File: src/sv/hbf_pkg.sv
// ----------------------------------------------------------------------------
// hbf_pkg
// Shared types and constants for the half/bfloat16/single converter.
// ----------------------------------------------------------------------------
package hbf_pkg;

  typedef enum logic [1:0] {
    KIND_H2S  = 2'd0,
    KIND_B2S  = 2'd1,
    KIND_S2H  = 2'd2,
    KIND_S2B  = 2'd3
  } kind_t;

  localparam logic [15:0] HALF_QNAN = 16'h7e00;
  localparam logic [15:0] HALF_INF  = 16'h7c00;
  localparam logic [7:0]  EXP_BIAS_DIFF = 8'd112;

  typedef struct packed {
    kind_t       kind;
    logic [31:0] operand;
  } item_t;

  // decoded fields after stage 1
  typedef struct packed {
    kind_t       kind;
    logic [31:0] operand;
    logic [3:0]  lz;        // leading zeros of half mantissa (0..9)
    logic        s_zero;    // single magnitude zero
    logic        s_nan;
    logic        s_ovf;     // ex >= 31
    logic        s_sub;     // subnormal half result: ex in -10..0
    logic        s_flush;   // ex < -10
    logic [4:0]  sh;        // subnormal shift 14..24
    logic [4:0]  hex;       // normal half exponent
    logic [31:0] bsum;      // bfloat16 rounding sum
  } dec_t;

endpackage

File: src/sv/half_bfloat_float_converter.sv
// ----------------------------------------------------------------------------
// half_bfloat_float_converter
// Three-stage pipelined converter between single, half and bfloat16.
// ----------------------------------------------------------------------------
// channel  signals                          direction
// input    in_valid in_stall kind operand   sink
// output   out_valid out_stall converted    source
//
// One item per cycle is accepted while in_stall is low.
// Stages: input register, decode register, result register.
// A stall freezes only the stages that hold a waiting item; bubbles fill.
// Reset clears the valid bits only.
module half_bfloat_float_converter (
  input  logic        clk,
  input  logic        rst,
  input  logic        in_valid,
  output logic        in_stall,
  input  logic [1:0]  kind,
  input  logic [31:0] operand,
  output logic        out_valid,
  input  logic        out_stall,
  output logic [31:0] converted
);

  hbf_pkg::item_t s0;
  hbf_pkg::dec_t  s1, dec_next;
  logic [31:0]    conv_next;
  logic           v0, v1, v2;
  logic           en0, en1, en2;

  assign en2 = !v2 || !out_stall;
  assign en1 = !v1 || en2;
  assign en0 = !v0 || en1;
  assign in_stall = !en0;
  assign out_valid = v2;

  hbf_decode u_dec (.d(s0), .q(dec_next));
  hbf_convert u_cvt (.d(s1), .r(conv_next));

  always_ff @(posedge clk) begin
    if (rst) begin
      v0 <= 1'b0;
      v1 <= 1'b0;
      v2 <= 1'b0;
    end else begin
      if (en0) v0 <= in_valid;
      if (en1) v1 <= v0;
      if (en2) v2 <= v1;
    end
    if (en0) s0 <= '{kind: hbf_pkg::kind_t'(kind), operand: operand};
    if (en1) s1 <= dec_next;
    if (en2) converted <= conv_next;
  end

endmodule

File: src/sv/hbf_decode.sv
// ----------------------------------------------------------------------------
// hbf_decode
// Stage 1: field decode, exponent classification, leading-zero count.
// ----------------------------------------------------------------------------
module hbf_decode (
  input  hbf_pkg::item_t d,
  output hbf_pkg::dec_t  q
);

  logic [4:0] ex;
  logic [9:0] hm;

  always_comb begin
    hm = d.operand[9:0];
    q.kind = d.kind;
    q.operand = d.operand;
    q.lz = 4'd0;
    for (int i = 0; i < 10; i++) begin
      if (hm[i]) q.lz = 4'(9 - i);
    end
    ex = 5'({1'b0, d.operand[30:23]} - 9'd112);
    q.s_zero = (d.operand[30:0] == 31'd0);
    q.s_nan = (d.operand[30:23] == 8'hff) && (d.operand[22:0] != 23'd0);
    q.s_ovf = (d.operand[30:23] >= 8'd143);
    q.s_flush = (d.operand[30:23] < 8'd102);
    q.s_sub = !q.s_flush && (d.operand[30:23] <= 8'd112);
    q.sh = 5'(9'd126 - {1'b0, d.operand[30:23]});
    q.hex = ex;
    q.bsum = d.operand + 32'h7fff + {31'd0, d.operand[16]};
  end

endmodule

File: src/sv/hbf_convert.sv
// ----------------------------------------------------------------------------
// hbf_convert
// Stage 2: per-kind result assembly and rounding.
// ----------------------------------------------------------------------------
module hbf_convert (
  input  hbf_pkg::dec_t d,
  output logic [31:0]   r
);

  logic [23:0] man;
  logic [23:0] mask;
  logic [23:0] rem;
  logic [23:0] halfway;
  logic [15:0] hsub;
  logic [15:0] hv;
  logic [9:0]  nm;
  logic [7:0]  e;
  logic [15:0] h;
  logic        sgn;

  always_comb begin
    sgn = d.operand[31];
    man = {1'b1, d.operand[22:0]};
    mask = (24'd1 << d.sh) - 24'd1;
    rem = man & mask;
    halfway = 24'd1 << (d.sh - 5'd1);
    hsub = 16'(man >> d.sh);
    if (rem > halfway || (rem == halfway && hsub[0])) hsub = hsub + 16'd1;
    hv = {1'b0, d.hex, d.operand[22:13]};
    if (d.operand[12:0] > 13'h1000 || (d.operand[12:0] == 13'h1000 && hv[0]))
      hv = hv + 16'd1;
    if (d.s_zero) h = 16'd0;
    else if (d.s_ovf) h = d.s_nan ? hbf_pkg::HALF_QNAN : hbf_pkg::HALF_INF;
    else if (d.s_flush) h = 16'd0;
    else if (d.s_sub) h = hsub;
    else h = hv;
    nm = 10'(d.operand[9:0] << (d.lz + 4'd1));
    e = hbf_pkg::EXP_BIAS_DIFF - {4'd0, d.lz};
    r = 32'd0;
    case (d.kind)
      hbf_pkg::KIND_H2S: begin
        if (d.operand[14:10] == 5'd0) begin
          if (d.operand[9:0] == 10'd0) r = {d.operand[15], 31'd0};
          else r = {d.operand[15], e, nm, 13'd0};
        end else if (d.operand[14:10] == 5'h1f)
          r = {d.operand[15], 8'hff, d.operand[9:0], 13'd0};
        else
          r = {d.operand[15], 3'd0, d.operand[14:10], d.operand[9:0], 13'd0}
              + {1'b0, hbf_pkg::EXP_BIAS_DIFF, 23'd0};
      end
      hbf_pkg::KIND_B2S: r = {d.operand[15:0], 16'd0};
      hbf_pkg::KIND_S2H: r = {16'd0, sgn | h[15], h[14:0]};
      hbf_pkg::KIND_S2B: r = {16'd0, d.bsum[31:16]};
      default: r = 32'd0;
    endcase
  end

endmodule

File: config.mk
export PLATFORM = sky130hd
export DESIGN_NAME = half_bfloat_float_converter
export DESIGN_NICKNAME = d
export VERILOG_FILES = /design/src/sv/hbf_pkg.sv /design/src/sv/half_bfloat_float_converter.sv /design/src/sv/hbf_decode.sv /design/src/sv/hbf_convert.sv
export SDC_FILE = /design/constraint.sdc
export NUM_CORES = 1
export LEC_CHECK = 0
export BUFFER_PORTS_ARGS = -buffer_cell sky130_fd_sc_hd__buf_4
export CAP_MARGIN = 20
export CORE_MARGIN = 3
export CORE_UTILIZATION = 40
export CTS_CLUSTER_SIZE = 25
export DETAILED_ROUTE_END_ITERATION = 8
export GPL_TIMING_DRIVEN = 0
export PLACE_DENSITY = 0.67
export SLEW_MARGIN = 40
export SYNTH_ARGS = -nofsm -noshare
export SYNTH_HDL_FRONTEND = slang
export SYNTH_SLANG_ARGS = --single-unit
File: constraint.sdc
create_clock -name clk -period 8.95 [get_ports clk]
set_input_delay 0.4475 -clock clk [delete_from_list [all_inputs] [get_ports clk]]
set_output_delay 0.4475 -clock clk [all_outputs]
set_load 0.01 [all_outputs]
==> results.json, run 1 <==
{
  "cts_hold_buf": 0,
  "period_share_pct": 65.2,
  "hp-class": "in -> reg",
  "fillers": 2135,
  "postCtsSetupBuffers": 0,
  "synth-edff-count": 126,
  "worst_setup_path_start_kind": "register",
  "drt_iter0_drc": 1032,
  "synth_nets": 972,
  "yosysSeqAreaShare_pct": 40.9,
  "gp_congestion": 1.03,
  "ant_nets": 0,
  "antenna_found_initial": 0,
  "worstPathMaxFanout": 10,
  "first_pass_iters": 8,
  "finClkSkew_ns": 0.0104,
  "initial_core_util_pct": 41.1,
  "ys_seq_elements": 129,
  "cts_made_buffers": 17,
  "grt_max_degree": 36,
  "p_leak_uw": 0.00417,
  "postPlaceCellArea_sq_um": 10400,
  "max_slew_margin_pct": 44.3,
  "synth_warnings": 0,
  "avgSynthCellArea_sq_um": 10.4,
  "grt-ovfl-total": 0,
  "finalInstanceArea_sq_um": 11000,
  "hold_end": "out_valid",
  "io_pins": 72,
  "drive_gt1_share_pct": 18.8,
  "worst_slew_pin_slew_ns": 0.835,
  "status": "complete, no violations",
  "htreeDepth": 4,
  "async_reset_ff_share_pct": 0,
  "dieArea_sq_um": 25400,
  "synth_cell_type_count": 95,
  "r2r_setup_slack_ns": 3.11,
  "cp.arrival_ns": 6.10,
  "holdPathStages": 2,
  "hold_viol": 0,
  "p_per_area_nw_per_um2": 170,
  "postSynthCellCount": 900,
  "timing.hold.ws_ns": 0.183,
  "slew_viol_final": 0,
  "timing.final.crit_period_ns": 5.84,
  "coreArea_sq_um": 22800,
  "fmax_mhz": 171,
  "startpoint": "s1[41]",
  "vias": 7929,
  "post-route-util_pct": 48.0,
  "max_cap_viol_count": 0,
  "io_buffer_count": 71,
  "layout-area-overhead-vs-synth_pct": 16.6,
  "r2r_end": "converted[14]",
  "dp_hpwl_mm": 21.6,
  "rows": 55,
  "die_w_um": 159,
  "p_total_uw": 1870,
  "drc": 0,
  "grt_pass1_vias": 7582,
  "setup-tns-final_ns": 0,
  "die_height_um": 159,
  "avgViaCountPerCell": 6.02,
  "cts_buffer_depth": 2,
  "wl_mm": 28.8,
  "clk_pin_slew_ns": 0.07,
  "grt_use_total_pct": 22.7,
  "required_ns": 9.22,
  "r2r_cells": 20,
  "clock-sinks": 129,
  "ctsResizeCount": 0,
  "peakVddDrop_mv": 0.126,
  "synthFlopType": "edfxtp_1",
  "nets": 1063,
  "holdCritStartpoint": "rst",
  "crit_type": "reg -> reg",
  "clk-insertion-delay-late_ns": 0.43,
  "rsz0062_at_grt": "false",
  "rr_startpoint": "s1[41]",
  "post_drt_wl_per_cell_um": 21.9,
  "antenna_cells": 0,
  "cts_root_buffer": "clkbuf_16",
  "setup_viol": 0,
  "endpoint_kind": "register",
  "cts_tree": "built",
  "synthesis.area_sq_um": 9400,
  "grt_pass1_wl_mm": 44.9
}
state kept, by name, indices dropped and copies added, names as in the netlist:
register	count
converted	32
out_valid	1
s0	34
s1	60
v0	1
v1	1
stage by stage:
step,instances,worst slack [ns]
after global placement,1284,3.30
after CTS,1317,3.31
after floorplan,900,4.41
final,1317,3.11
after global routing,1317,2.88
after detailed placement,1285,3.31
per-layer routing:
metal	vias to the layer above	global-route usage (%)	wire length [um]
met2	481	33.5	12300
met5	-	0	0
met1	3733	32.7	12700
met4	0	9.19	1080
met3	67	4.50	2680
li1	3648	-	-
layout by cell type (no fill, tap or decap), types with 15 or more instances in the layout:
cell       synthesis  layout
nand2_1           77      75
a21oi_1           47      47
o21ai_0           29      29
ha_1              34      34
nand3_1           45      45
mux4_1            16      16
nor2_1            73      73
mux2i_1           24      24
nor2b_1           20      20
and3_1            16      16
inv_1             21      20
o211ai_1          15      15
edfxtp_1         126     126
xnor2_1           30      30
buf_4              4      75
clkbuf_1          36      36
clkbuf_16          0      17
nor3_1            28      28
kinds of logic (layout without fill, tap and decap cells):
kind of cell               Yosys count  count (layout)  synth area share (%)
adders and majority gates           34              34                  4.53
buffers and inverters               93             197                  6.75
DFF                                129             129                  40.9
muxes                               56              56                  9.79
AOI/OAI and AO/OA                  204             204                  15.5
and+or+nand+nor                    343             343                  18.7
xor gates and xnor gates            41              41                  3.82
worst max-delay path, stage by stage (launching register included):
cell      delay, ns
edfxtp_1       0.55
clkbuf_1       0.33
nor2_2         0.54
clkbuf_1       0.39
nand2_1        0.16
ha_1           0.21
buf_2          0.15
clkbuf_1       0.23
a21oi_1        0.19
o21ai_0        0.08
nand2_1        0.08
a21boi_0       0.19
ha_1           0.36
nand4_1        0.16
nor4_1         0.57
a221oi_1       0.18
nand4_1        0.28
o221ai_2       0.21
buf_6          0.18
o41a_1         0.42
a211oi_2       0.20
report_power, final:
part	switching [uW]	internal [uW]
registers	28.5	704
logic	254	177
clock network	305	397
synth_stat cells, drive strengths merged, types with 15 or more instances:
library cell	count	area [sq um]
inv	23	86.3
nand2	77	289
edfxtp	126	3780
nor2b	20	125
o211ai	16	125
nand3	45	225
and3	17	108
buf	21	213
o21ai	31	155
xnor2	30	263
nor3	29	150
nand4	15	109
mux4	23	578
a21oi	48	244
mux2i	24	240
nor2	77	304
ha	34	425
clkbuf	46	267
cell type report:
class	count	area (sq um)	share of cell area, %
clock inverter	15	171	1.56
buffer	69	544	4.97
timing repair buffer	72	553	5.05
tap	313	392	3.57
clock buffer	17	425	3.88
inverter	24	92.6	0.845
sequential	129	3840	35.1
multi-input combinational	678	4940	45.1
how the worst max path moves through the flow:
stage,endpoint,slack (ns)
after floorplan,converted[14],4.41
after global placement,converted[15],3.30
after detailed placement,converted[15],3.31
after CTS,converted[15],3.31
after global routing,converted[9],2.88
final,converted[14],3.11
No activity file was read; power rests on OpenSTA's default activity.
==> inputs of run 2 (changes only) <==
clock period = 6.05 ns   (was 8.95 ns; I/O delays follow)
==> run 2 against run 1 <==
Net effect: clock-buffer cell count did not move; total power rose by 48%; sequential cell count did not move; worst setup slack got worse by 2.8 ns; die area did not move; clock power rose by 48%; final cell count did not move; sequential power rose by 48%; fmax rose by 1.2%.
==> results.json, run 2 (synthesis gave the netlist of run 1 again) <==
{
  "peakVddDrop_mv": 0.186,
  "crit_type": "reg -> reg",
  "hold_viol": 0,
  "largest-register": "s1",
  "cts_buffer_depth": 2,
  "fin_ws_ns": 0.283,
  "cp_num_buf_inv": 6,
  "worst_setup_path_start_kind": "register",
  "r2r_cells": 22,
  "grt_pass1_wl_mm": 44.9,
  "rsz0062_at_grt": "false",
  "clk-insertion-delay-late_ns": 0.43,
  "finalInstanceArea_sq_um": 11000,
  "hold_end": "out_valid",
  "timing.hold.ws_ns": 0.0355,
  "cts_tree": "built",
  "pwr-share-comb_pct": 23.0,
  "p_int_uw": 1890,
  "max_slew_margin_pct": 45.0,
  "path_cells": "buf_6 -> buf_12 -> buf_8 -> or2_1 -> nor2_1 -> nand2_1 -> ha_1 -> buf_2 -> clkbuf_1 -> a21oi_1 -> o21ai_0 -> nand2_1 -> a21boi_0 -> ha_1 -> nand4_1 -> nor4_1 -> a221oi_1 -> nand4_1 -> o211ai_1 -> buf_4 -> o31a_1 -> a211oi_1",
  "rr_startpoint": "s1[38]",
  "p_clk_share_pct": 37.8,
  "layout_common_cells": "edfxtp_1, nand2_1, buf_4",
  "first_pass_iters": 8,
  "grt_use_total_pct": 22.7,
  "vias": 7946,
  "endpoint_kind": "register",
  "fillers": 2138,
  "drc": 0,
  "antenna_found_initial": 0,
  "finClkSkew_ns": 0.0124,
  "layout-area-overhead-vs-synth_pct": 16.7,
  "postPlaceCellArea_sq_um": 10400,
  "cp_top_family": "simple AND/OR/NAND/NOR gates",
  "antenna_cells": 0,
  "nets": 1063,
  "grt_pass1_vias": 7582,
  "critPathSlowestCell": "nor4_1",
  "holdCritStartpoint": "rst",
  "layout_commonest_cell": "edfxtp_1",
  "ant_nets": 0,
  "multiInputGateArea_sq_um": 4940,
  "worst_slew_pin_slew_ns": 0.825,
  "cts_root_buffer": "clkbuf_16",
  "p_leak_uw": 0.00417,
  "required_ns": 6.26,
  "io_pins": 72,
  "max_cap_viol_count": 0,
  "grt_max_degree": 36,
  "die_height_um": 159,
  "cpPeakStageDelay_ns": 0.56,
  "period_share_pct": 95.3,
  "rows": 55,
  "seq_area_sq_um": 3840,
  "post_drt_wl_per_cell_um": 21.8,
  "fmax_mhz": 173,
  "post-route-util_pct": 48.0,
  "drive_gt1_share_pct": 18.8,
  "gp_congestion": 1.03,
  "dieArea_sq_um": 25400,
  "pre_cts_slack_ns": 0.415,
  "clk_pin_slew_ns": 0.07,
  "setup-tns-final_ns": 0,
  "initial_core_util_pct": 41.1,
  "htreeDepth": 4,
  "r2r_setup_slack_ns": 0.28,
  "status": "complete, no violations",
  "timing.final.crit_period_ns": 5.77,
  "cp.arrival_ns": 5.98,
  "slew_viol_final": 0,
  "p_sw_uw": 872,
  "dp_hpwl_mm": 21.6,
  "die_w_um": 159,
  "switching_share_pct": 31.6,
  "avgViaCountPerCell": 6.03,
  "clock-sinks": 129,
  "setup_viol": 0,
  "drt_iter0_drc": 956,
  "cts_made_buffers": 17,
  "io_buffer_count": 71,
  "seqPwrFrac_pct": 39.2,
  "grt-ovfl-total": 0,
  "worstPathMaxFanout": 10,
  "hp-class": "in -> reg",
  "coreArea_sq_um": 22800,
  "holdPathStages": 2,
  "cp.depth": 22,
  "largest_reg_flops": 60,
  "wl_mm": 28.8,
  "r2r_end": "converted[15]",
  "largest_registers": "s1 x60, s0 x34, converted x32",
  "p_per_area_nw_per_um2": 252
}
[run 2: cell counts in the layout (fill, tap and decap cells not counted)]
Identical to the previous run, type by type.
[run 2: stage by stage]
| stage | power [uW] | cells |
|---|---|---|
| after detailed placement | 1720 | 1285 |
| after CTS | 2760 | 1317 |
| final | 2760 | 1317 |
| after global routing | 2880 | 1317 |
| after floorplan | 1510 | 900 |
| after global placement | 1720 | 1284 |
[run 2: layer usage]
metal | up-vias | routed length (um) | GRT usage [%]
met2 | 466 | 12300 | 33.5
met5 | - | 0 | 0
met3 | 64 | 2710 | 4.50
met1 | 3774 | 12600 | 32.7
met4 | 0 | 1090 | 9.19
li1 | 3642 | - | -
[run 2: final cells by class]
class / instances / area share (%)
inverter: 24 / 0.844
sequential: 129 / 35.1
tap: 313 / 3.57
clock buffer: 17 / 3.88
timing repair buffer: 72 / 5.04
multi-input combinational: 678 / 45.1
clock inverter: 15 / 1.56
buffer: 69 / 4.96
[run 2: what timing repair did]
| action | CTS | global route |
|---|---|---|
| resized for setup | 0 | 1 |
| setup buffers | 0 | 0 |
| hold buffers | 0 | 0 |
| endpoints found under the setup margin | 0 | 2 |
[run 2: worst max-delay path by stage]
stage,from,endpoint,slack (ns)
final,s1[38],converted[15],0.28
after global placement,s1[41],converted[15],0.40
after floorplan,s1[38],converted[14],1.51
after detailed placement,s1[41],converted[15],0.41
after global routing,s1[41],converted[9],0.04
after CTS,s1[41],converted[15],0.41
[run 2: worst reg2reg max path, cell delays in order (launching register included)]
cell and delay, ns:
edfxtp_1 0.50, buf_6 0.21, buf_12 0.15, buf_8 0.14
or2_1 0.31, nor2_1 0.42, nand2_1 0.17, ha_1 0.21
buf_2 0.15, clkbuf_1 0.22, a21oi_1 0.19, o21ai_0 0.09
nand2_1 0.08, a21boi_0 0.19, ha_1 0.36, nand4_1 0.16
nor4_1 0.56, a221oi_1 0.18, nand4_1 0.28, o211ai_1 0.20
buf_4 0.22, o31a_1 0.28, a211oi_1 0.27
[run 2: power groups by stage]
| stage | combinational (uW) | clock (uW) | sequential, uW |
|---|---|---|---|
| final | 636 | 1040 | 1080 |
| after global routing | 684 | 1100 | 1090 |
| after CTS | 621 | 1060 | 1080 |
| after detailed placement | 618 | 0 | 1100 |
| after global placement | 616 | 0 | 1100 |
| after floorplan | 416 | 0 | 1100 |
